`src/hdl/ccdrsf_pkg.sv`:
```
`default_nettype none

package ccdrsf_pkg;

  // Field widths
  localparam int COORD_W     = 12;
  localparam int DIM_W       = 13;
  localparam int TICK_W      = 11;
  localparam int IDX_W       = 5;
  localparam int NUM_NIBBLES = 26;
  localparam int REPLY_W     = 8;

  // Expected high nibble of the camera reply
  localparam logic [3:0] REPLY_TAG = 4'd11;
  localparam logic [5:0] SPEED_MAX = 6'd15;
  localparam logic [5:0] SPEED_MIN = 6'd1;
  localparam logic [3:0] FRAME_OPEN_NIB = 4'd1;

  // Input operation codes
  typedef enum logic [1:0] {
    OP_START = 2'd0,
    OP_REPLY = 2'd1,
    OP_TICK  = 2'd2,
    OP_NONE  = 2'd3
  } op_t;

  // Result status codes
  typedef enum logic [2:0] {
    ST_OK         = 3'd0,
    ST_BAD_SENSOR = 3'd1,
    ST_BAD_WINDOW = 3'd2,
    ST_TIMEOUT    = 3'd3,
    ST_REPLY_BAD  = 3'd4
  } status_t;

  // Configuration register indexes
  typedef enum logic [2:0] {
    REG_SENSOR_KIND = 3'd0,
    REG_BIN_X       = 3'd1,
    REG_BIN_Y       = 3'd2,
    REG_SHUTTER_SYN = 3'd3,
    REG_SHUTTER_INV = 3'd4,
    REG_AMP_OFF     = 3'd5,
    REG_READ_DELAY  = 3'd6,
    REG_LINK_SPEED  = 3'd7
  } reg_idx_t;

  // Controller states
  typedef enum logic [1:0] {
    S_IDLE,
    S_CHECK,
    S_EMIT,
    S_SINGLE
  } state_t;

  typedef struct packed {
    logic [2:0] sensor_kind;
    logic [2:0] bin_x;
    logic [2:0] bin_y;
    logic       shutter_sync;
    logic       shutter_inv;
    logic       amp_off;
    logic [3:0] read_delay;
    logic [5:0] link_speed;
  } cfg_t;

  // Controller to datapath
  typedef struct packed {
    logic capture;
    logic check;
    logic tick_inc;
    logic tick_clr;
    logic ld_reply;
    logic ld_timeout;
    logic push_nib;
    logic push_stat;
  } dp_cmd_t;

  // Datapath to controller
  typedef struct packed {
    logic chk_err;
    logic tick_done;
    logic idx_last;
    logic out_free;
  } dp_sts_t;

  function automatic logic [2:0] clamp_bin(input logic [2:0] b);
    logic [2:0] r;
    r = b;
    if (b == 3'd0) r = 3'd1;
    else if (b > 3'd4) r = 3'd4;
    return r;
  endfunction

  function automatic logic [3:0] clamp_speed(input logic [5:0] s);
    logic [5:0] r;
    r = s;
    if (s > SPEED_MAX) r = SPEED_MAX;
    else if (s < SPEED_MIN) r = SPEED_MIN;
    return r[3:0];
  endfunction

  // Unbinned sensor width per kind (kinds 1..3 only)
  function automatic logic [COORD_W-1:0] sensor_width(input logic [2:0] kind);
    logic [COORD_W-1:0] r;
    case (kind)
      3'd1:    r = 12'd768;
      3'd2:    r = 12'd1536;
      3'd3:    r = 12'd2184;
      default: r = '0;
    endcase
    return r;
  endfunction

  // Sensor width divided by the clamped binning, all quotients exact
  function automatic logic [COORD_W-1:0] binned_width(input logic [2:0] kind,
                                                      input logic [2:0] bin);
    logic [COORD_W-1:0] r;
    r = '0;
    case (kind)
      3'd1: begin
        case (bin)
          3'd2:    r = 12'd384;
          3'd3:    r = 12'd256;
          3'd4:    r = 12'd192;
          default: r = 12'd768;
        endcase
      end
      3'd2: begin
        case (bin)
          3'd2:    r = 12'd768;
          3'd3:    r = 12'd512;
          3'd4:    r = 12'd384;
          default: r = 12'd1536;
        endcase
      end
      3'd3: begin
        case (bin)
          3'd2:    r = 12'd1092;
          3'd3:    r = 12'd728;
          3'd4:    r = 12'd546;
          default: r = 12'd2184;
        endcase
      end
      default: r = '0;
    endcase
    return r;
  endfunction

endpackage

`default_nettype wire

```
`src/hdl/ccd_readout_start_framer.sv`:
```
// Start item: a capture step, a check step, then 26 results at one per cycle while
// the output is not stalled; a rejected start gives one status result after its
// capture and check. Reply and tick items give any result via the single state.
// One item in flight at a time; the output register lets the next item in while the
// last result waits. Synchronous active-low reset restores the control registers.
`default_nettype none

module ccd_readout_start_framer
  import ccdrsf_pkg::*;
#(
  parameter int TIMEOUT_TICKS     = 2000,
  parameter int FAST_CLEAR_CYCLES = 2
) (
  input  wire logic        clk,
  input  wire logic        rst_n,
  // APB configuration port
  input  wire logic        cfg_psel,
  input  wire logic        cfg_penable,
  input  wire logic        cfg_pwrite,
  input  wire logic [4:0]  cfg_paddr,
  input  wire logic [31:0] cfg_pwdata,
  output logic [31:0]      cfg_prdata,
  output logic             cfg_pready,
  // Input stream
  input  wire logic        in_tvalid,
  output logic             in_tready,
  // [11:0] win_x_first, [23:12] win_x_second, [35:24] win_y_first,
  // [47:36] win_y_second, [55:48] reply_byte
  input  wire logic [55:0] in_tdata,
  // [1:0] operation
  input  wire logic [1:0]  in_tuser,
  // Result stream
  output logic             out_tvalid,
  input  wire logic        out_tready,
  // [3:0] command_nibble, [6:4] status, [19:7] image_width,
  // [32:20] image_height, [39:33] zero
  output logic [39:0]      out_tdata,
  // [0] is_command
  output logic             out_tuser,
  output logic             out_tlast
);

  cfg_t             cfg;
  dp_cmd_t          cmd;
  dp_sts_t          sts;
  logic [3:0]       nib;
  logic [2:0]       status;
  logic [DIM_W-1:0] width, height;

  ccdrsf_cfg u_cfg (
    .clk         (clk),
    .rst_n       (rst_n),
    .cfg_psel    (cfg_psel),
    .cfg_penable (cfg_penable),
    .cfg_pwrite  (cfg_pwrite),
    .cfg_paddr   (cfg_paddr),
    .cfg_pwdata  (cfg_pwdata),
    .cfg_prdata  (cfg_prdata),
    .cfg_pready  (cfg_pready),
    .cfg         (cfg)
  );

  ccdrsf_ctrl u_ctrl (
    .clk       (clk),
    .rst_n     (rst_n),
    .in_tvalid (in_tvalid),
    .in_tready (in_tready),
    .in_op     (in_tuser),
    .sts       (sts),
    .cmd       (cmd)
  );

  ccdrsf_dp #(
    .TIMEOUT_TICKS     (TIMEOUT_TICKS),
    .FAST_CLEAR_CYCLES (FAST_CLEAR_CYCLES)
  ) u_dp (
    .clk            (clk),
    .rst_n          (rst_n),
    .cfg            (cfg),
    .win_x_first    (in_tdata[11:0]),
    .win_x_second   (in_tdata[23:12]),
    .win_y_first    (in_tdata[35:24]),
    .win_y_second   (in_tdata[47:36]),
    .reply_byte     (in_tdata[55:48]),
    .cmd            (cmd),
    .sts            (sts),
    .out_tready     (out_tready),
    .out_tvalid     (out_tvalid),
    .out_nibble     (nib),
    .out_is_command (out_tuser),
    .out_status     (status),
    .out_width      (width),
    .out_height     (height),
    .out_last       (out_tlast)
  );

  assign out_tdata = {7'd0, height, width, status, nib};

endmodule

`default_nettype wire

```
`src/hdl/ccdrsf_cfg.sv`:
```
`default_nettype none

module ccdrsf_cfg
  import ccdrsf_pkg::*;
(
  input  wire logic        clk,
  input  wire logic        rst_n,
  input  wire logic        cfg_psel,
  input  wire logic        cfg_penable,
  input  wire logic        cfg_pwrite,
  input  wire logic [4:0]  cfg_paddr,
  input  wire logic [31:0] cfg_pwdata,
  output logic [31:0]      cfg_prdata,
  output logic             cfg_pready,
  output cfg_t             cfg
);

  cfg_t     cfg_r;
  cfg_t     cfg_nxt;
  logic     wr_en;
  reg_idx_t idx;

  assign cfg_pready = 1'b1;
  assign wr_en      = cfg_psel & cfg_penable & cfg_pwrite & cfg_pready;
  assign idx        = reg_idx_t'(cfg_paddr[4:2]);
  assign cfg        = cfg_r;

  // Register write decode
  always_comb begin
    cfg_nxt = cfg_r;
    if (wr_en) begin
      case (idx)
        REG_SENSOR_KIND: cfg_nxt.sensor_kind  = cfg_pwdata[2:0];
        REG_BIN_X:       cfg_nxt.bin_x        = cfg_pwdata[2:0];
        REG_BIN_Y:       cfg_nxt.bin_y        = cfg_pwdata[2:0];
        REG_SHUTTER_SYN: cfg_nxt.shutter_sync = cfg_pwdata[0];
        REG_SHUTTER_INV: cfg_nxt.shutter_inv  = cfg_pwdata[0];
        REG_AMP_OFF:     cfg_nxt.amp_off      = cfg_pwdata[0];
        REG_READ_DELAY:  cfg_nxt.read_delay   = cfg_pwdata[3:0];
        REG_LINK_SPEED:  cfg_nxt.link_speed   = cfg_pwdata[5:0];
        default:         cfg_nxt = cfg_r;
      endcase
    end
  end

  always_ff @(posedge clk) begin
    if (!rst_n) begin
      cfg_r.sensor_kind  <= 3'd1;
      cfg_r.bin_x        <= 3'd1;
      cfg_r.bin_y        <= 3'd1;
      cfg_r.shutter_sync <= 1'b1;
      cfg_r.shutter_inv  <= 1'b0;
      cfg_r.amp_off      <= 1'b1;
      cfg_r.read_delay   <= 4'd0;
      cfg_r.link_speed   <= 6'd2;
    end else begin
      cfg_r <= cfg_nxt;
    end
  end

  // Read back
  always_comb begin
    case (idx)
      REG_SENSOR_KIND: cfg_prdata = {29'd0, cfg_r.sensor_kind};
      REG_BIN_X:       cfg_prdata = {29'd0, cfg_r.bin_x};
      REG_BIN_Y:       cfg_prdata = {29'd0, cfg_r.bin_y};
      REG_SHUTTER_SYN: cfg_prdata = {31'd0, cfg_r.shutter_sync};
      REG_SHUTTER_INV: cfg_prdata = {31'd0, cfg_r.shutter_inv};
      REG_AMP_OFF:     cfg_prdata = {31'd0, cfg_r.amp_off};
      REG_READ_DELAY:  cfg_prdata = {28'd0, cfg_r.read_delay};
      REG_LINK_SPEED:  cfg_prdata = {26'd0, cfg_r.link_speed};
      default:         cfg_prdata = '0;
    endcase
  end

endmodule

`default_nettype wire

```
`src/hdl/ccdrsf_dp.sv`:
```
`default_nettype none

module ccdrsf_dp
  import ccdrsf_pkg::*;
#(
  parameter int TIMEOUT_TICKS     = 2000,
  parameter int FAST_CLEAR_CYCLES = 2
) (
  input  wire logic               clk,
  input  wire logic               rst_n,
  input  wire cfg_t               cfg,
  input  wire logic [COORD_W-1:0] win_x_first,
  input  wire logic [COORD_W-1:0] win_x_second,
  input  wire logic [COORD_W-1:0] win_y_first,
  input  wire logic [COORD_W-1:0] win_y_second,
  input  wire logic [REPLY_W-1:0] reply_byte,
  input  wire dp_cmd_t            cmd,
  output dp_sts_t                 sts,
  input  wire logic               out_tready,
  output logic                    out_tvalid,
  output logic [3:0]              out_nibble,
  output logic                    out_is_command,
  output logic [2:0]              out_status,
  output logic [DIM_W-1:0]        out_width,
  output logic [DIM_W-1:0]        out_height,
  output logic                    out_last
);

  // Sorted window corners
  logic [COORD_W-1:0] x_lo_r, x_hi_r, y_lo_r, y_hi_r;
  // Checked and mirrored values
  logic [COORD_W-1:0] mx1_r, mx2_r;
  logic [DIM_W-1:0]   w_r, h_r;
  status_t            st_r;
  logic [IDX_W-1:0]   idx_r;
  logic [TICK_W-1:0]  ticks_r;
  logic [TICK_W-1:0]  ticks_inc;

  // Output register
  logic               out_valid_r;
  logic [3:0]         nib_o_r;
  logic               is_cmd_o_r;
  status_t            st_o_r;
  logic [DIM_W-1:0]   w_o_r, h_o_r;
  logic               last_o_r;

  logic               kind_ok;
  logic [COORD_W-1:0] nx, nb, mx1, mx2;
  logic [2:0]         bxc, byc;
  logic               bad_win;
  status_t            chk_st;
  logic [3:0]         nib_sel;

  // Window check and x mirroring
  always_comb begin
    kind_ok = (cfg.sensor_kind == 3'd1) || (cfg.sensor_kind == 3'd2) ||
              (cfg.sensor_kind == 3'd3);
    bxc     = clamp_bin(cfg.bin_x);
    byc     = clamp_bin(cfg.bin_y);
    nx      = sensor_width(cfg.sensor_kind);
    nb      = binned_width(cfg.sensor_kind, bxc);
    // mirrored smaller x below 1 is the same as x_hi above nb
    bad_win = (x_hi_r > nx) || (y_lo_r == '0) || (x_hi_r > nb);
    mx1     = nb + COORD_W'(1) - x_hi_r;
    mx2     = nb + COORD_W'(1) - x_lo_r;
    if (!kind_ok)     chk_st = ST_BAD_SENSOR;
    else if (bad_win) chk_st = ST_BAD_WINDOW;
    else              chk_st = ST_OK;
  end

  // Command nibble sequence
  always_comb begin
    case (idx_r)
      5'd0:    nib_sel = FRAME_OPEN_NIB;
      5'd1:    nib_sel = {1'b0, cfg.sensor_kind};
      5'd2:    nib_sel = {1'b0, bxc};
      5'd3:    nib_sel = {1'b0, byc};
      5'd4:    nib_sel = mx1_r[3:0];
      5'd5:    nib_sel = mx1_r[7:4];
      5'd6:    nib_sel = mx1_r[11:8];
      5'd7:    nib_sel = mx2_r[3:0];
      5'd8:    nib_sel = mx2_r[7:4];
      5'd9:    nib_sel = mx2_r[11:8];
      5'd10:   nib_sel = y_lo_r[3:0];
      5'd11:   nib_sel = y_lo_r[7:4];
      5'd12:   nib_sel = y_lo_r[11:8];
      5'd13:   nib_sel = y_hi_r[3:0];
      5'd14:   nib_sel = y_hi_r[7:4];
      5'd15:   nib_sel = y_hi_r[11:8];
      5'd16:   nib_sel = 4'(FAST_CLEAR_CYCLES);
      5'd17:   nib_sel = {3'd0, cfg.shutter_sync};
      5'd18:   nib_sel = {3'd0, cfg.shutter_inv};
      5'd20:   nib_sel = cfg.read_delay;
      5'd21:   nib_sel = {3'd0, cfg.amp_off};
      5'd22:   nib_sel = clamp_speed(cfg.link_speed);
      default: nib_sel = 4'd0;
    endcase
  end

  assign ticks_inc     = ticks_r + TICK_W'(1);
  assign sts.chk_err   = (chk_st != ST_OK);
  assign sts.tick_done = (ticks_inc >= TICK_W'(TIMEOUT_TICKS));
  assign sts.idx_last  = (idx_r == IDX_W'(NUM_NIBBLES - 1));
  assign sts.out_free  = !out_valid_r || out_tready;

  // Item payload: corners, check results, status
  always_ff @(posedge clk) begin
    if (cmd.capture) begin
      x_lo_r <= (win_x_first > win_x_second) ? win_x_second : win_x_first;
      x_hi_r <= (win_x_first > win_x_second) ? win_x_first  : win_x_second;
      y_lo_r <= (win_y_first > win_y_second) ? win_y_second : win_y_first;
      y_hi_r <= (win_y_first > win_y_second) ? win_y_first  : win_y_second;
    end
    if (cmd.check) begin
      mx1_r <= mx1;
      mx2_r <= mx2;
      w_r   <= {1'b0, x_hi_r} - {1'b0, x_lo_r} + DIM_W'(1);
      h_r   <= {1'b0, y_hi_r} - {1'b0, y_lo_r} + DIM_W'(1);
      st_r  <= chk_st;
    end else if (cmd.ld_reply) begin
      st_r  <= (reply_byte[7:4] == REPLY_TAG) ? ST_OK : ST_REPLY_BAD;
    end else if (cmd.ld_timeout) begin
      st_r  <= ST_TIMEOUT;
    end
  end

  // Nibble index and tick counter
  always_ff @(posedge clk) begin
    if (!rst_n) begin
      idx_r   <= '0;
      ticks_r <= '0;
    end else begin
      if (cmd.check)         idx_r <= '0;
      else if (cmd.push_nib) idx_r <= idx_r + IDX_W'(1);
      if (cmd.tick_clr)      ticks_r <= '0;
      else if (cmd.tick_inc) ticks_r <= ticks_inc;
    end
  end

  // Output register, loaded when free
  always_ff @(posedge clk) begin
    if (!rst_n) begin
      out_valid_r <= 1'b0;
    end else if (cmd.push_nib || cmd.push_stat) begin
      out_valid_r <= 1'b1;
    end else if (out_tready) begin
      out_valid_r <= 1'b0;
    end
  end

  always_ff @(posedge clk) begin
    if (cmd.push_nib) begin
      nib_o_r    <= nib_sel;
      is_cmd_o_r <= 1'b1;
      st_o_r     <= ST_OK;
      w_o_r      <= w_r;
      h_o_r      <= h_r;
      last_o_r   <= sts.idx_last;
    end else if (cmd.push_stat) begin
      nib_o_r    <= 4'd0;
      is_cmd_o_r <= 1'b0;
      st_o_r     <= st_r;
      w_o_r      <= '0;
      h_o_r      <= '0;
      last_o_r   <= 1'b1;
    end
  end

  assign out_tvalid     = out_valid_r;
  assign out_nibble     = nib_o_r;
  assign out_is_command = is_cmd_o_r;
  assign out_status     = st_o_r;
  assign out_width      = w_o_r;
  assign out_height     = h_o_r;
  assign out_last       = last_o_r;

endmodule

`default_nettype wire

```
`src/hdl/ccdrsf_ctrl.sv`:
```
`default_nettype none

module ccdrsf_ctrl
  import ccdrsf_pkg::*;
(
  input  wire logic       clk,
  input  wire logic       rst_n,
  input  wire logic       in_tvalid,
  output logic            in_tready,
  input  wire logic [1:0] in_op,
  input  wire dp_sts_t    sts,
  output dp_cmd_t         cmd
);

  state_t state_r, state_nxt;
  logic   awaiting_r, awaiting_nxt;

  always_ff @(posedge clk) begin
    if (!rst_n) begin
      state_r    <= S_IDLE;
      awaiting_r <= 1'b0;
    end else begin
      state_r    <= state_nxt;
      awaiting_r <= awaiting_nxt;
    end
  end

  // Next state and datapath commands
  always_comb begin
    state_nxt    = state_r;
    awaiting_nxt = awaiting_r;
    cmd          = '0;
    in_tready    = 1'b0;
    case (state_r)
      S_IDLE: begin
        in_tready = 1'b1;
        if (in_tvalid) begin
          case (in_op)
            OP_START: begin
              cmd.capture  = 1'b1;
              cmd.tick_clr = 1'b1;
              awaiting_nxt = 1'b0;
              state_nxt    = S_CHECK;
            end
            OP_REPLY: begin
              if (awaiting_r) begin
                cmd.ld_reply = 1'b1;
                cmd.tick_clr = 1'b1;
                awaiting_nxt = 1'b0;
                state_nxt    = S_SINGLE;
              end
            end
            OP_TICK: begin
              if (awaiting_r) begin
                if (sts.tick_done) begin
                  cmd.ld_timeout = 1'b1;
                  cmd.tick_clr   = 1'b1;
                  awaiting_nxt   = 1'b0;
                  state_nxt      = S_SINGLE;
                end else begin
                  cmd.tick_inc = 1'b1;
                end
              end
            end
            default: ;
          endcase
        end
      end
      S_CHECK: begin
        cmd.check = 1'b1;
        state_nxt = sts.chk_err ? S_SINGLE : S_EMIT;
      end
      S_EMIT: begin
        if (sts.out_free) begin
          cmd.push_nib = 1'b1;
          if (sts.idx_last) begin
            awaiting_nxt = 1'b1;
            cmd.tick_clr = 1'b1;
            state_nxt    = S_IDLE;
          end
        end
      end
      S_SINGLE: begin
        if (sts.out_free) begin
          cmd.push_stat = 1'b1;
          state_nxt     = S_IDLE;
        end
      end
      default: state_nxt = S_IDLE;
    endcase
  end

  // A result is only loaded into a free output register
  a_push_free: assert property (@(posedge clk) disable iff (!rst_n)
    (cmd.push_nib || cmd.push_stat) |-> sts.out_free)
    else $error("result pushed into occupied output register");

  // Last nibble of a frame arms the reply wait
  a_arm_wait: assert property (@(posedge clk) disable iff (!rst_n)
    (state_r == S_EMIT && cmd.push_nib && sts.idx_last) |=> awaiting_r)
    else $error("reply wait not armed after frame");

  // A start in progress has dropped any earlier wait
  a_no_wait_busy: assert property (@(posedge clk) disable iff (!rst_n)
    (state_r == S_CHECK || state_r == S_EMIT) |-> !awaiting_r)
    else $error("reply wait active during frame build");

  // Rejected starts never emit command nibbles
  a_err_single: assert property (@(posedge clk) disable iff (!rst_n)
    (state_r == S_CHECK && sts.chk_err) |=> (state_r == S_SINGLE))
    else $error("rejected start did not go to status result");

endmodule

`default_nettype wire
```
`config.mk`:
```
export PLATFORM = sky130hd
export DESIGN_NAME = ccd_readout_start_framer
export DESIGN_NICKNAME = d
export VERILOG_FILES = /design/src/hdl/ccdrsf_pkg.sv /design/src/hdl/ccd_readout_start_framer.sv /design/src/hdl/ccdrsf_cfg.sv /design/src/hdl/ccdrsf_dp.sv /design/src/hdl/ccdrsf_ctrl.sv
export SDC_FILE = /design/constraint.sdc
export NUM_CORES = 1
export LEC_CHECK = 0
export BUFFER_PORTS_ARGS = -buffer_cell sky130_fd_sc_hd__buf_2
export CORE_MARGIN = 1
export CORE_UTILIZATION = 35
export DETAILED_ROUTE_END_ITERATION = 10
export GPL_ROUTABILITY_DRIVEN = 0
export GPL_TIMING_DRIVEN = 0
export PLACE_DENSITY_LB_ADDON = 0.05
export SLEW_MARGIN = 40
export SYNTH_ARGS = -nofsm -noshare
export SYNTH_HDL_FRONTEND = slang
export SYNTH_SLANG_ARGS = --single-unit
export TNS_END_PERCENT = 50
```
`constraint.sdc`:
```
create_clock -name clk -period 7.9 [get_ports clk]
set_input_delay 0 -clock clk [delete_from_list [all_inputs] [get_ports clk]]
set_output_delay 0 -clock clk [all_outputs]
set_load 0.005 [all_outputs]
```
# --- After elaboration in Yosys (flattened, before gate mapping) ---
# Cells that the tools add are included.
totals:
  register_bits: 178
  in_bits: 102
  out_inout_bits: 77
  elab_cells: 202
classes:
  add_sub_neg: 9
  order_cmp: 9
  n_eq_ne: 50
  mux: 71
  bitwise_logic: 3
  reduce_logical: 32
ops:
  columns: ["op", "n"]
  rows:
  - ["32-bit case mux with 8 select lines", 1]
  - ["12-bit case mux with 3 select lines", 3]
  - ["4-bit case mux with 22 select lines", 1]
  - ["12-bit greater-than comparator", 4]
  - ["12-bit two-way mux", 4]
  - ["5-bit by 4-bit == test with 1-bit output (second input constant)", 8]
  - ["13-bit two-way mux", 3]
  - ["5-bit == test (second input constant)", 7]
  - ["11-bit case mux with 3 select lines", 1]
  - ["10-bit case mux with 3 select lines", 1]
  - ["3-bit two-way mux", 9]
  - ["13-bit by 1-bit adder with 13-bit output (second input constant)", 2]
  - ["1-bit two-way mux", 26]
  - ["12-bit by 12-bit subtractor with 13-bit output", 2]
  - ["12-bit subtractor", 2]
  - ["2-bit two-way mux", 11]
  - ["5-bit by 3-bit == test with 1-bit output (second input constant)", 4]
  - ["4-bit two-way mux", 5]
  - ["3-bit by 2-bit == test with 1-bit output (second input constant)", 6]
  - ["2-bit AND reduction", 8]
  - ["3-bit == test (second input constant)", 5]
  - ["12-bit by 1-bit adder with 12-bit output (second input constant)", 1]
  - ["12-bit zero test", 1]
  - ["11-bit by 1-bit adder with 11-bit output (second input constant)", 1]
  - ["31 further kinds", 58]

# --- Longest topological paths before layout ---
# Gate-level depths: netlist of run 1.
depth:
  ltp_word: 13
  ltp_mapped: 17
  depth_no_buf: 16

# --- Modules after synthesis ---
# From an unflattened synthesis of run 1, not the netlist that was laid out.
unflattened:
  cells_unflattened: 1141
  area_unflattened_um2: 11984.0
by_module_without_submodules:
  columns: ["mod", "instances", "cells_each", "area_each_um2", "seq_area_each_um2"]
  rows:
  - ["ccdrsf_dp", 1, 945, 10278.6, 4384.2]
  - ["ccdrsf_cfg", 1, 143, 1296.2, 440.4]
  - ["ccdrsf_ctrl", 1, 45, 352.8, 60.1]
  - ["ccd_readout_start_framer", 1, 8, 56.3, 0.0]

# --- Worst setup path after synthesis of run 1 ---
# Ideal clock, no wire load.
synth_timing:
  path_type: "flip-flop to flip-flop"
  startpoint: "reg u_ctrl.state_r[0]"
  endpoint: "reg u_dp.st_r[1] (data pin)"
  setup_time_ps: 384
  arrival_ps: 2976
  t_required_ps: 7516
  path_slack_ps: 4540
  stages_incl_launch_ff: 5
  path_buffers: 1
  synth_period_minus_slack_ps: 3360
  cell_sequence: "dfxtp_1 > clkbuf_1 > inv_1 > nor2_1 > a22oi_1"
synth_via:
  elab_chain_len: 4
  word_cells_on_any_way: 6
  cone_classes: "eq/ne (1); mux (4); reduce/logical (1)"
synth_lines:
  columns: ["item", "line_no", "rtl"]
  rows:
  - ["start: declaration", "ccdrsf_ctrl.sv:15", "state_t state_r, state_nxt;"]
  - ["start signal: assignment", "ccdrsf_ctrl.sv:23", "state_r <= state_nxt;"]
  - ["2-bit zero test", "ccdrsf_ctrl.sv:34", "case (state_r)"]
  - ["2-bit two-way mux", "ccdrsf_ctrl.sv:34", null]
  - ["3-bit two-way mux", "ccdrsf_dp.sv:120", "end else if (cmd.ld_reply) begin"]
  - ["3-bit two-way mux (*)", "ccdrsf_dp.sv:114", "if (cmd.check) begin"]
  - ["end signal: assignment", "ccdrsf_dp.sv:119", "st_r <= chk_st;"]
  - ["end signal: assignment", "ccdrsf_dp.sv:121", "st_r <= (reply_byte[7:4] == REPLY_TAG) ? ST_OK : ST_REPLY_BAD;"]
  - ["end: declaration", "ccdrsf_dp.sv:34", "status_t st_r;"]
# Every way passes the cells marked *; elsewhere a longest branch is shown, timed or not.
# A chain may end at the register's enable or synchronous reset.

# --- Final worst setup path of run 1 ---
layout_timing:
  startpoint: "reg u_cfg.cfg_r, in the netlist u_cfg.cfg[20]"
  endpoint: "reg u_dp.mx2_r[11] (data pin)"
layout_via:
  elab_chain_len: 4
  word_cells_on_any_way: 6
  cone_classes: "add/sub (2); eq/ne (3); mux (1)"
layout_lines:
  columns: ["item", "line_no", "rtl"]
  rows:
  - ["start: declaration", "ccdrsf_cfg.sv:18", "cfg_t cfg_r;"]
  - ["start signal: assignment", "ccdrsf_cfg.sv:57", "cfg_r <= cfg_nxt;"]
  - ["3-bit by 2-bit == test with 1-bit output or 3-bit by 1-bit == test with 1-bit output (tied branches)", "ccdrsf_pkg.sv:120", "case (kind)"]
  - ["12-bit case mux with 3 select lines (*)", "ccdrsf_pkg.sv:120", null]
  - ["12-bit by 1-bit adder with 12-bit output (*)", "ccdrsf_dp.sv:65", "mx2 = nb + COORD_W'(1) - x_lo_r;"]
  - ["12-bit subtractor (*)", "ccdrsf_dp.sv:65", null]
  - ["named net u_dp.mx2[11]", "ccdrsf_dp.sv:48", "logic [COORD_W-1:0] nx, nb, mx1, mx2;"]
  - ["end signal: assignment", "ccdrsf_dp.sv:116", "mx2_r <= mx2;"]
  - ["end: declaration", "ccdrsf_dp.sv:32", "logic [COORD_W-1:0] mx1_r, mx2_r;"]
# The timed path passes the listed nets; every way through them passes the cells marked *.

==> metrics.txt, run 1 <==
Post-Synthesis Cells approximately 1,200; core area ~33,000 sq um; clock-pin slew on the worst setup and hold paths 0.07 ns; Period minus WS final between 3 and 4 ns; DR iter-0 viols 565; Worst Path Required about 8.1 ns; number of buffers created by CTS 17; syn_area_per_cell around 10 sq um; Critical Path Max Stage Delay around 0.55 ns; Largest delay share family, worst path simple AND/OR/NAND/NOR gates; chip width ~180 um; HPWL Detailed about 23,000 um; Layout area overhead 23.4%; placed insts between 1,500 and 2,000; Yosys cell types 71; largest cells by area after synthesis edfxtp_1 34%, ha_1 13%, dfxtp_1 7.9%, mux2_2 5.0%, inv_1 3.6%; VDD IR max 0.000137 V; area of the die 33,900 sq um; CTS root buf clkbuf_16; commonest cells in the netlist 132 x edfxtp_1, 118 x ha_1, 113 x inv_1; cells along the critical path nand2_1, or2_2, inv_1, nand2_1, nor2_1, nand2_1, fa_1, nor2b_1, o21ai_0, a21boi_0, o21ai_0, a21oi_1, nor4_1, or3_1; Clock Skew about 0.0094 ns; ys flop type edfxtp_1; top-area cell type share of the netlist area between 30% and 40%; Lkg Pwr between 6 and 7 nW; Hold Fails Final Rpt 0; post-layout util a little over two fifths; Setup Crit Path Kind flip-flop to flip-flop; GRT Residual Overflow 0; Async SR Flop Fraction 0%; Worst slew margin between 40% and 50%; WP data arrival between 3 and 4 ns; die height around 180 um; Mapped Area roughly 12,000 sq um; clock insertion delay at the later pin of the skew report 0.44 ns; DR WL/cell 16.3 um; post-synth top area cell edfxtp_1; layout cells sized above 1 17.8%; final cell count without fillers ~1,900; vias in the first global route roughly 9,000; FP Rows 66; initial core utilization between 30% and 40%; CTS resizes 0; CP dominant cell by count nand2_1; clock buffer depth 2; largest net degree at the start of global routing 33; Worst Path Max Fanout 8; unrepaired setup endpoints after global routing no; ANT cells 0; Setup violations, final 0; register area share after synthesis 42.0%; number of flops mapped to enable cells by yosys roughly 130; CTS tree done; synthesized flop and latch total between 150 and 200; GRT Overall Usage a little under a fifth; final WL about 30,000 um; TNS Setup 0 ns; # H-tree levels 4; Avg Vias per Cell between 4 and 5; count leader, synth edfxtp_1; Pre-antenna DRT Iters 6; NumNets Final between 1,500 and 2,000; yosys warns 0; power density cells 161 nW/um^2; run status finished clean; io pins about 180; drt drc 0; fin. max-slew vios 0; port bufs around 110; total of max-cap violations 0; number of routed nets with antenna violations 0; vias after detailed routing a little over 9,000; first-pass GRT wire length between 40,000 and 50,000 um; Slowest-stage cell, CP dfxtp_1; final worst path period share 46.3%; Worst setup SP type flip-flop; CTS Sinks ~180; Crit path buffers/inverters 1; CP endpoint kind flip-flop; Tightest Hold Check Type primary input to flip-flop; initial antenna violation count 1; worst slew pin tran 0.769 ns; Max Fclk roughly 270 MHz; r2r setup slk roughly 4.2 ns
[layout by cell type, fill, tap and decap left out, drive strengths merged, types with 9 or more instances in the layout]
cell | Yosys | routed
buf | 40 | 154
edfxtp | 132 | 132
ha | 118 | 118
inv | 113 | 117
dlygate4sd3 | 0 | 87
nor2 | 82 | 82
nand2 | 65 | 65
a21oi | 52 | 52
mux2 | 52 | 52
clkbuf | 33 | 52
o21ai | 48 | 48
dfxtp | 46 | 46
conb | 2 | 34
nor3 | 27 | 27
and2 | 27 | 27
mux2i | 25 | 25
nand3 | 24 | 24
xnor2 | 22 | 22
nor2b | 19 | 19
nand4 | 19 | 19
xor2 | 16 | 16
o21a | 13 | 13
nor4 | 13 | 13
a21o | 13 | 13
nand2b | 10 | 10
o211ai | 9 | 9
and3 | 9 | 9
[metrics by stage]
stage	setup slack (ns)	cell area, sq um	hold slack [ns]	power [mW]
CTS	4.25	14300	0.00961	2.34
global placement	3.13	12800	0.235	1.50
global route	3.88	14300	0.0463	2.43
detailed placement	4.27	12900	0.244	1.50
floorplan	4.54	11700	0.129	1.36
finish	4.25	14300	0.0250	2.31
[sequential cells by signal (all words and copies together), names as in the netlist]
name / flops
u_dp.out_width: 13
u_dp.w_r: 13
u_dp.ticks_r: 11
u_ctrl.state_r: 2
u_dp.y_hi_r: 12
u_dp.mx2_r: 12
u_dp.h_r: 13
u_dp.y_lo_r: 12
u_dp.out_tvalid: 1
u_dp.out_nibble: 4
u_dp.out_is_command: 1
u_dp.idx_r: 5
u_cfg.cfg: 22
u_dp.mx1_r: 12
u_dp.out_last: 1
u_dp.x_lo_r: 12
u_dp.x_hi_r: 12
u_dp.out_status: 3
u_dp.st_r: 3
u_ctrl.awaiting_r: 1
u_dp.out_height: 13
[path summary, 6_finish.rpt]
path	end	cells past startpoint	start
min reg2reg	u_dp.out_status[2]$_SDFFE_PP0P_	2	u_dp.out_status[2]$_SDFFE_PP0P_
max reg2reg	u_dp.mx2_r[11]$_DFFE_PP_	14	u_cfg.cfg[20]$_SDFFE_PN0P_
min	u_cfg.cfg[10]$_SDFFE_PN1P_	4	cfg_pwrite
max	u_dp.mx2_r[11]$_DFFE_PP_	14	u_cfg.cfg[20]$_SDFFE_PN0P_
[cell type report]
class                   instances  area (sq um)
plain buffers                  73           414
clock buffers                  19           433
clock inverters                13           106
fillers                      3157         18300
inverters                     114           428
multi-input cells             820          6030
flip-flops and latches        178          4880
well taps                     442           553
repair buffers                201          1490
[worst min-delay path, stage by stage]
cell	delay, ns
buf_2	0.10
nand3_1	0.17
o31ai_1	0.09
nand3_1	0.07
[per-layer routing]
layer  vias to the layer above  wire length (um)  track usage (%)
met5                         -                13                0
met1                      4267             13500             23.2
met4                         2               564             5.57
li1                       4603                 -                -
met3                        41              1040             2.83
met2                       184             15100             32.3
[power by group]
| group | switching (mW) | leakage [nW] | internal [mW] | total (mW) |
|---|---|---|---|---|
| sequential | 0.0230 | 1.58 | 1.07 | 1.09 |
| combinational | 0.222 | 4.17 | 0.208 | 0.430 |
| clock | 0.384 | 0.257 | 0.409 | 0.793 |
| total | 0.629 | 6.01 | 1.68 | 2.31 |
[timing repair]
action	CTS	global route
setup buffers	0	0
setup endpoints to repair	0	0
hold endpoints to repair	73	0
hold buffers	87	0
[cells by family (layout without fill, tap and decap cells)]
| group | after synthesis | after routing | share of synthesized area [%] |
|---|---|---|---|
| buf+inv | 187 | 420 | 7.25 |
| fa+ha+maj | 122 | 122 | 13.4 |
| compound gates | 222 | 222 | 12.9 |
| mux | 77 | 77 | 7.19 |
| other cells | 2 | 34 | 0.0646 |
| xor+xnor | 38 | 38 | 2.86 |
| simple gates | 327 | 327 | 14.3 |
| flops | 178 | 178 | 42.0 |
Power figures use the tool's default switching activity.
==> inputs of run 2 (changes only) <==
ABC_AREA = 1   (was default)
clock period = 3.4 ns   (was 7.9 ns; I/O delays follow)
==> run 2 against run 1 <==
Effect of this change:
- total power rose to 2.9 times the previous value
- utilization fell by 0.13 points
- worst hold slack improved by 0.00060 ns
- design area fell by 0.56%
- maximum frequency rose by 13%
- largest cell class unchanged
- sequential share of layout area rose by 0.19 points
- clock power rose by 140%
==> metrics.txt, run 2 <==
run status finished clean; GRT Overall Usage 18.0% (-0.40 points); Async SR Flop Fraction 0% (unchanged); Worst setup SP type flip-flop; VDD IR max 0.000376 V (+180%); power density cells 471 nW/um^2 (+190%); top-area cell type share of the netlist area 34.3% (+0.22 points); Avg Vias per Cell 4.60 (-6.0%); register area share after synthesis 42.3% (+0.27 points); DR WL/cell 14.3 um (-12%); yosys warns 0 (unchanged); Lkg Pwr 6.41 nW (+6.6%); met3 WL post-DR 780 um (-25%); area of the die 33,700 sq um (-0.63%); most common cell after layout, fill and taps aside inv_1; switching part of the total 31.9% (+4.7 points); post-synth top area cell edfxtp_1; Int Power 4.58 mW (+170%); Tightest Hold Check Type primary input to flip-flop; CTS root buf clkbuf_16; Max Fclk 308 MHz (+13%); first-pass GRT wire length 46,800 um (-1.7%); Setup violations, final 0 (unchanged); largest cells by area after synthesis edfxtp_1 34%, ha_1 13%, dfxtp_1 8.0%, inv_1 7.7%, nand2_1 6.4%; Yosys cell types 48 (-32%); vias in the first global route 9,036 (+3.3%); commonest cells in the netlist 236 x inv_1, 198 x nand2_1, 162 x nor2_1; mux cell area share after synthesis 0% (-7.2 points); total of max-cap violations 0 (unchanged); CTS tree done; commonest non-fill, non-tap cells in the layout 236 x inv_1, 198 x nand2_1, 156 x nor2_1; Hold Fails Final Rpt 0 (unchanged); number of buffers created by CTS 17 (unchanged); Clock Skew 0.0172 ns (+0.00778 ns); Top Metal Used met4; number of routed nets with antenna violations 0 (unchanged); count leader, synth inv_1; clock-pin slew on the worst setup and hold paths 0.07 ns (about the same); fin area 14,300 sq um (-0.56%); met2 WL post-DR 15,000 um (-0.92%); # H-tree levels 4 (unchanged); clock power share 28.3% (-6.0 points); largest family of logic cells by synthesized area simple AND/OR/NAND/NOR gates; ANT cells 0 (unchanged); number of flops mapped to enable cells by yosys 132 (unchanged); met1 WL 13,300 um (-1.8%); Largest register FFs 22 (unchanged); clock buffer depth 2 (unchanged); Psw 2.14 mW (+240%); fin. max-slew vios 0 (unchanged); Gate power share 27.4% (+8.8 points); initial core utilization 35.5% (-0.14 points); final WL 29,600 um (-2.2%); synthesized-area fraction occupied by xor and xnor cells 3.19% (+0.32 points); HPWL Detailed 23,600 um (+2.1%); Setup Crit Path Kind flip-flop to flip-flop; layout cells sized above 1 13.7% (-4.0 points); area post-placement 12,900 sq um (-0.16%); vias after detailed routing 9,505 (+4.5%); drt drc 0 (unchanged); largest net degree at the start of global routing 22 (-33%); NumNets Final 1,836 (+13%); io pins 179 (unchanged); die height 184 um (-0.31%); Worst slew margin 55.6% (+7.0 points); clock insertion delay at the later pin of the skew report 0.44 ns (about the same); Final WS setup 0.155 ns (-4.09 ns); Seq pwr share 44.3% (-2.8 points); Setup Slack @ Placement -0.0952 ns (-4.37 ns); TNS Setup 0 ns (unchanged); Fin Hold WS 0.0256 ns (+0.000601 ns); Layout area overhead 23.4% (about the same); Synth Area in Simple Gates 17.6% (+3.3 points); initial antenna violation count 0 (-1); Worst Path Required 3.58 ns (-4.50 ns); Pre-antenna DRT Iters 5 (-1); CTS Sinks 178 (unchanged); core area 32,500 sq um (-0.25%); WP data arrival 3.43 ns (-0.40 ns); worst slew pin tran 0.664 ns (-0.105 ns); FP Rows 66 (unchanged); port bufs 112 (+0.90%); final worst path period share 95.4% (+49 points); syn_area_per_cell 8.45 sq um (-16%); synthesized flop and latch total 178 (unchanged); GRT Residual Overflow 0 (unchanged); CP endpoint kind flip-flop; DR iter-0 viols 424 (-25%); chip width 184 um (-0.31%); Worst Path Max Fanout 5 (-3); Post-Synthesis Cells 1,367 (+19%); Synth Area in Adders 13.5% (+0.086 points); setup bufs post-CTS 0 (unchanged); ys flop type edfxtp_1; compound-cell area share of the yosys netlist 12.3% (-0.60 points); Period minus WS final 3.25 ns (-0.410 ns); Mapped Area 11,500 sq um (-0.64%); unrepaired setup endpoints after global routing yes
## run 2: cell count changes in the layout (fill, tap and decap cells not counted), moves of 14 or more
cell      previous run  this run
nand2_1             64       198
inv_1              112       236
nor2_1              81       156
mux2_2              52         0
a21oi_1             52       101
and2_1              27         0
mux2i_1             25         0
o21ai_0             48        73
nand3_1             23        47
clkbuf_1            34        14
nor2b_1             19         0
o21ai_1              0        14
## run 2: critical path, stage by stage (launching register included)
cell      delay [ns]
dfxtp_1         0.39
inv_1           0.14
nor3_4          0.25
inv_1           0.16
nor2_2          0.29
inv_1           0.14
ha_1            0.24
fa_1            0.43
nor4_1          0.33
nor2_1          0.11
o21ai_1         0.19
nand2_1         0.07
nand2_1         0.06
nand2_1         0.06
nand3b_1        0.08
nand2_1         0.06
## run 2: cell families (layout without fill, tap and decap cells)
kind of cell    Yosys count  in the layout
simple gates            475            475
compound gates          250            250
flops                   178            178
buf+inv                 298            524
fa+ha+maj               122            122
other cells               2             34
xor+xnor                 42             42
## run 2: area by class of cell
class,instances,area (sq um)
Fill cell,3346,18300
Multi-Input combinational cell,923,5560
Sequential cell,178,4880
Timing Repair Buffer,194,1430
Inverter,244,916
Tap cell,442,553
Clock buffer,20,447
Buffer,54,359
Clock inverter,12,106
## run 2: timing repair
| action | CTS | global route |
|---|---|---|
| endpoints found under the hold margin | 74 | 0 |
| gates resized for setup | 3 | 6 |
| endpoints found under the setup margin | 3 | 6 |
| hold buffers | 77 | 0 |
## run 2: power groups by stage
stage	Sequential, mW	Clock (mW)	Combinational (mW)
after global placement	3.05	0	1.68
final	2.97	1.90	1.84
after detailed placement	3.03	0	1.76
after global routing	3.01	2.03	2.11
after CTS	2.98	1.97	1.87
after floorplan	3.01	0	1.11
## run 2: per-stage QoR
step / util [%] / power, mW / std cells
after global routing: 43.8 / 7.15 / 2067
final: 43.8 / 6.72 / 2067
after detailed placement: 39.7 / 4.79 / 1958
after CTS: 43.7 / 6.81 / 2067
after global placement: 39.3 / 4.73 / 1953
after floorplan: - / 4.12 / 1399
## run 2: routing by layer
| metal | up-vias | global-route usage (%) |
|---|---|---|
| met5 | - | 0 |
| met4 | 0 | 5.43 |
| met3 | 35 | 2.58 |
| met2 | 156 | 32.2 |
| met1 | 4321 | 22.2 |
| li1 | 4993 | - |
## run 2: path summary, 6_finish.rpt
kind,start,end,slack [ns],depth (start not counted)
worst min-delay path,in_tdata[39],u_dp.y_lo_r[3]$_DFFE_PP_,0.03,3
worst max register to register,u_cfg.cfg[19]$_SDFFE_PN1P_,u_dp.mx2_r[11]$_DFFE_PP_,0.15,15
worst max-delay path,u_cfg.cfg[19]$_SDFFE_PN1P_,u_dp.mx2_r[11]$_DFFE_PP_,0.15,15
worst min register to register,u_dp.st_r[2]$_SDFFCE_PP0P_,u_dp.out_status[2]$_SDFFE_PP0P_,0.44,2
==> inputs of run 3 (changes only) <==
ABC_AREA = default   (was 1)
SLEW_MARGIN = default   (was 40)
==> run 3 against run 2 <==
Effect of this change:
- flip-flop and latch count stayed put
- global-route usage grew 0.34 points
- sequential share of layout area is 0.21 points lower
- sequential power is 15% lower
- first-iteration DRC count grew 12%
- clock skew fell by 0.0061 ns
- non-clock buffer count increased by 22
- clock power is 3% lower
- highest routed layer unchanged
==> metrics.txt, run 3 (synthesized netlist as in run 1, its figures left out) <==
Avg Vias per Cell 4.90 (+6.6%); Worst Path Required 3.71 ns (+0.13 ns); Final WS setup 0.153 ns (-0.00171 ns); clock-pin slew on the worst setup and hold paths 0.07 ns (about the same); clock buffer depth 2 (unchanged); Fin Hold WS 0.00609 ns (-0.0195 ns); post-layout util 44.0% (+0.17 points); vias in the first global route 8,702 (-3.7%); R2R Path End u_ctrl.state_r[0]$_SDFFE_PN0P_; Hold Fails Final Rpt 0 (unchanged); Worst slew margin 47.7% (-7.9 points); Largest delay share family, worst path compound AO/OA/AOI/OAI gates; DR iter-0 viols 476 (+12%); VDD IR max 0.000358 V (-5.0%); FF-to-FF path depth 12 (-3); NumNets Final 1,625 (-11%); core area 32,600 sq um (+0.25%); clock insertion delay at the later pin of the skew report 0.44 ns (about the same); Setup Crit Path Kind flip-flop to flip-flop; fin. max-slew vios 0 (unchanged); Worst Path Max Fanout 9 (+4); fillers 3,136 (-6.3%); final WL 30,100 um (+1.8%); most common cell after layout, fill and taps aside edfxtp_1; Critical Path Max Stage Delay 0.65 ns (+0.22 ns); Lkg Pwr 6.00 nW (-6.4%); WP data arrival 3.56 ns (+0.13 ns); number of buffers created by CTS 17 (unchanged); initial core utilization 35.6% (+0.14 points); FP Rows 66 (unchanged); Clock Skew 0.0111 ns (-0.00610 ns); area of the die 33,900 sq um (+0.63%); layout cells sized above 1 18.7% (+5.0 points); drt drc 0 (unchanged); Worst setup SP type flip-flop; unrepaired setup endpoints after global routing no; chip width 184 um (+0.32%); cells along the critical path a21oi_4, mux2_2, nand2_1, a21o_1, inv_1, ha_1, a211o_1, o21ai_0, a21oi_1, o21a_1, nor4_1, o22ai_1; CTS tree done; Period minus WS final 3.25 ns (+0.00171 ns); RR Startpoint u_cfg.cfg[17]$_SDFFE_PN0P_; CP endpoint kind flip-flop; CTS Sinks 178 (unchanged); TNS Setup 0 ns (unchanged); port bufs 111 (-0.89%); final worst path period share 95.5% (about the same); Worst Hold End u_dp.out_tvalid$_SDFFE_PN0P_; power density cells 376 nW/um^2 (-20%); initial antenna violation count 0 (unchanged); hold path depth 3 (unchanged); Slowest-stage cell, CP dfxtp_1; first-pass GRT wire length 47,400 um (+1.3%); largest net degree at the start of global routing 33 (+50%); io pins 179 (unchanged); min-delay src rst_n; die height 184 um (+0.32%); Pre-antenna DRT Iters 5 (unchanged); Layout area overhead 23.4% (about the same); # H-tree levels 4 (unchanged); GRT Overall Usage 18.3% (+0.34 points); number of routed nets with antenna violations 0 (unchanged); Setup Slack @ Placement -0.217 ns (-0.122 ns); worst slew pin tran 0.782 ns (+0.118 ns); Crit path buffers/inverters 1 (-2); total of max-cap violations 0 (unchanged); r2r setup slk 0.15 ns (about the same); CTS root buf clkbuf_16; total power draw 5.39 mW (-20%); Tightest Hold Check Type primary input to flip-flop; GRT Residual Overflow 0 (unchanged); run status finished clean; Setup violations, final 0 (unchanged); Largest register FFs 22 (unchanged); Max Fclk 308 MHz (about the same); HPWL Detailed 23,100 um (-2.1%); DR WL/cell 16.2 um (+13%); commonest non-fill, non-tap cells in the layout 132 x edfxtp_1, 117 x ha_1, 114 x buf_2; vias after detailed routing 9,107 (-4.2%)
==> run 3: changes by cell type in the layout (fill, tap and decap cells not counted), sizes merged, moves of 10 or more <==
cell and change:
nand2 -139, and2 +27, mux2 +52, xor2 -10, nand2b +10, nand3 -27
mux2i +25, nor2b +19, o21a +10, clkbuf +19, a21oi -49, inv -129
nor2 -86, o21ai -43
==> run 3: metrics by stage <==
stage | instance area, sq um | std cells
6_report | 14300 | 1857
5_1_grt | 14300 | 1856
3_3_place_gp | 12800 | 1738
3_5_place_dp | 12900 | 1740
2_1_floorplan | 11700 | 1185
4_1_cts | 14300 | 1854
==> run 3: worst min-delay path, stage by stage <==
cell	delay, ns
buf_2	0.10
clkinv_1	0.21
a21oi_1	0.07
==> run 3: area by class of cell <==
cell class                 count  area (sq um)  area share [%]
sequential                   178          4890            34.1
antenna                        1          2.50          0.0174
multi-input combinational    820          6060            42.2
clock inverter                12           101           0.706
timing repair buffer         199          1470            10.3
buffer                        71           410            2.86
tap                          442           553            3.86
clock buffer                  20           437            3.04
inverter                     114           428            2.98
==> run 3: timing repair <==
| item | in CTS | in global routing |
|---|---|---|
| setup buffers | 0 | 1 |
| hold buffers | 84 | 0 |
| pin swaps | 0 | 2 |
| endpoints found under the hold margin | 73 | 0 |
| endpoints found under the setup margin | 5 | 14 |
| gates resized for setup | 7 | 13 |
==> run 3: how the worst max path moves through the flow <==
stage	from	end	slack, ns	depth (start not counted)
2_1_floorplan	u_ctrl.state_r[0]$_SDFFE_PN0P_	u_dp.st_r[1]$_DFFE_PP_	0.04	4
3_3_place_gp	u_ctrl.state_r[0]$_SDFFE_PN0P_	u_dp.st_r[1]$_DFFE_PP_	-1.37	4
5_1_grt	u_cfg.cfg[19]$_SDFFE_PN1P_	u_dp.mx2_r[10]$_DFFE_PP_	0.02	16
6_report	u_cfg.cfg[17]$_SDFFE_PN0P_	u_ctrl.state_r[0]$_SDFFE_PN0P_	0.15	12
4_1_cts	u_cfg.cfg[19]$_SDFFE_PN1P_	u_dp.mx2_r[11]$_DFFE_PP_	0.01	14
3_5_place_dp	u_cfg.cfg[20]$_SDFFE_PN0P_	u_dp.mx2_r[11]$_DFFE_PP_	-0.22	14
==> run 3: power breakdown <==
group,internal (mW),switching (mW),total (mW)
combinational,0.487,0.518,1.00
sequential,2.48,0.0535,2.53
clock,0.954,0.901,1.85
total,3.92,1.47,5.39
==> run 3: per-layer routing <==
layer	vias to the layer above	global-route usage, %	wire, um
li1	4605	-	-
met4	0	6.03	612
met5	-	0	0
met3	29	2.49	865
met2	203	31.8	14900
met1	4270	23.4	13700
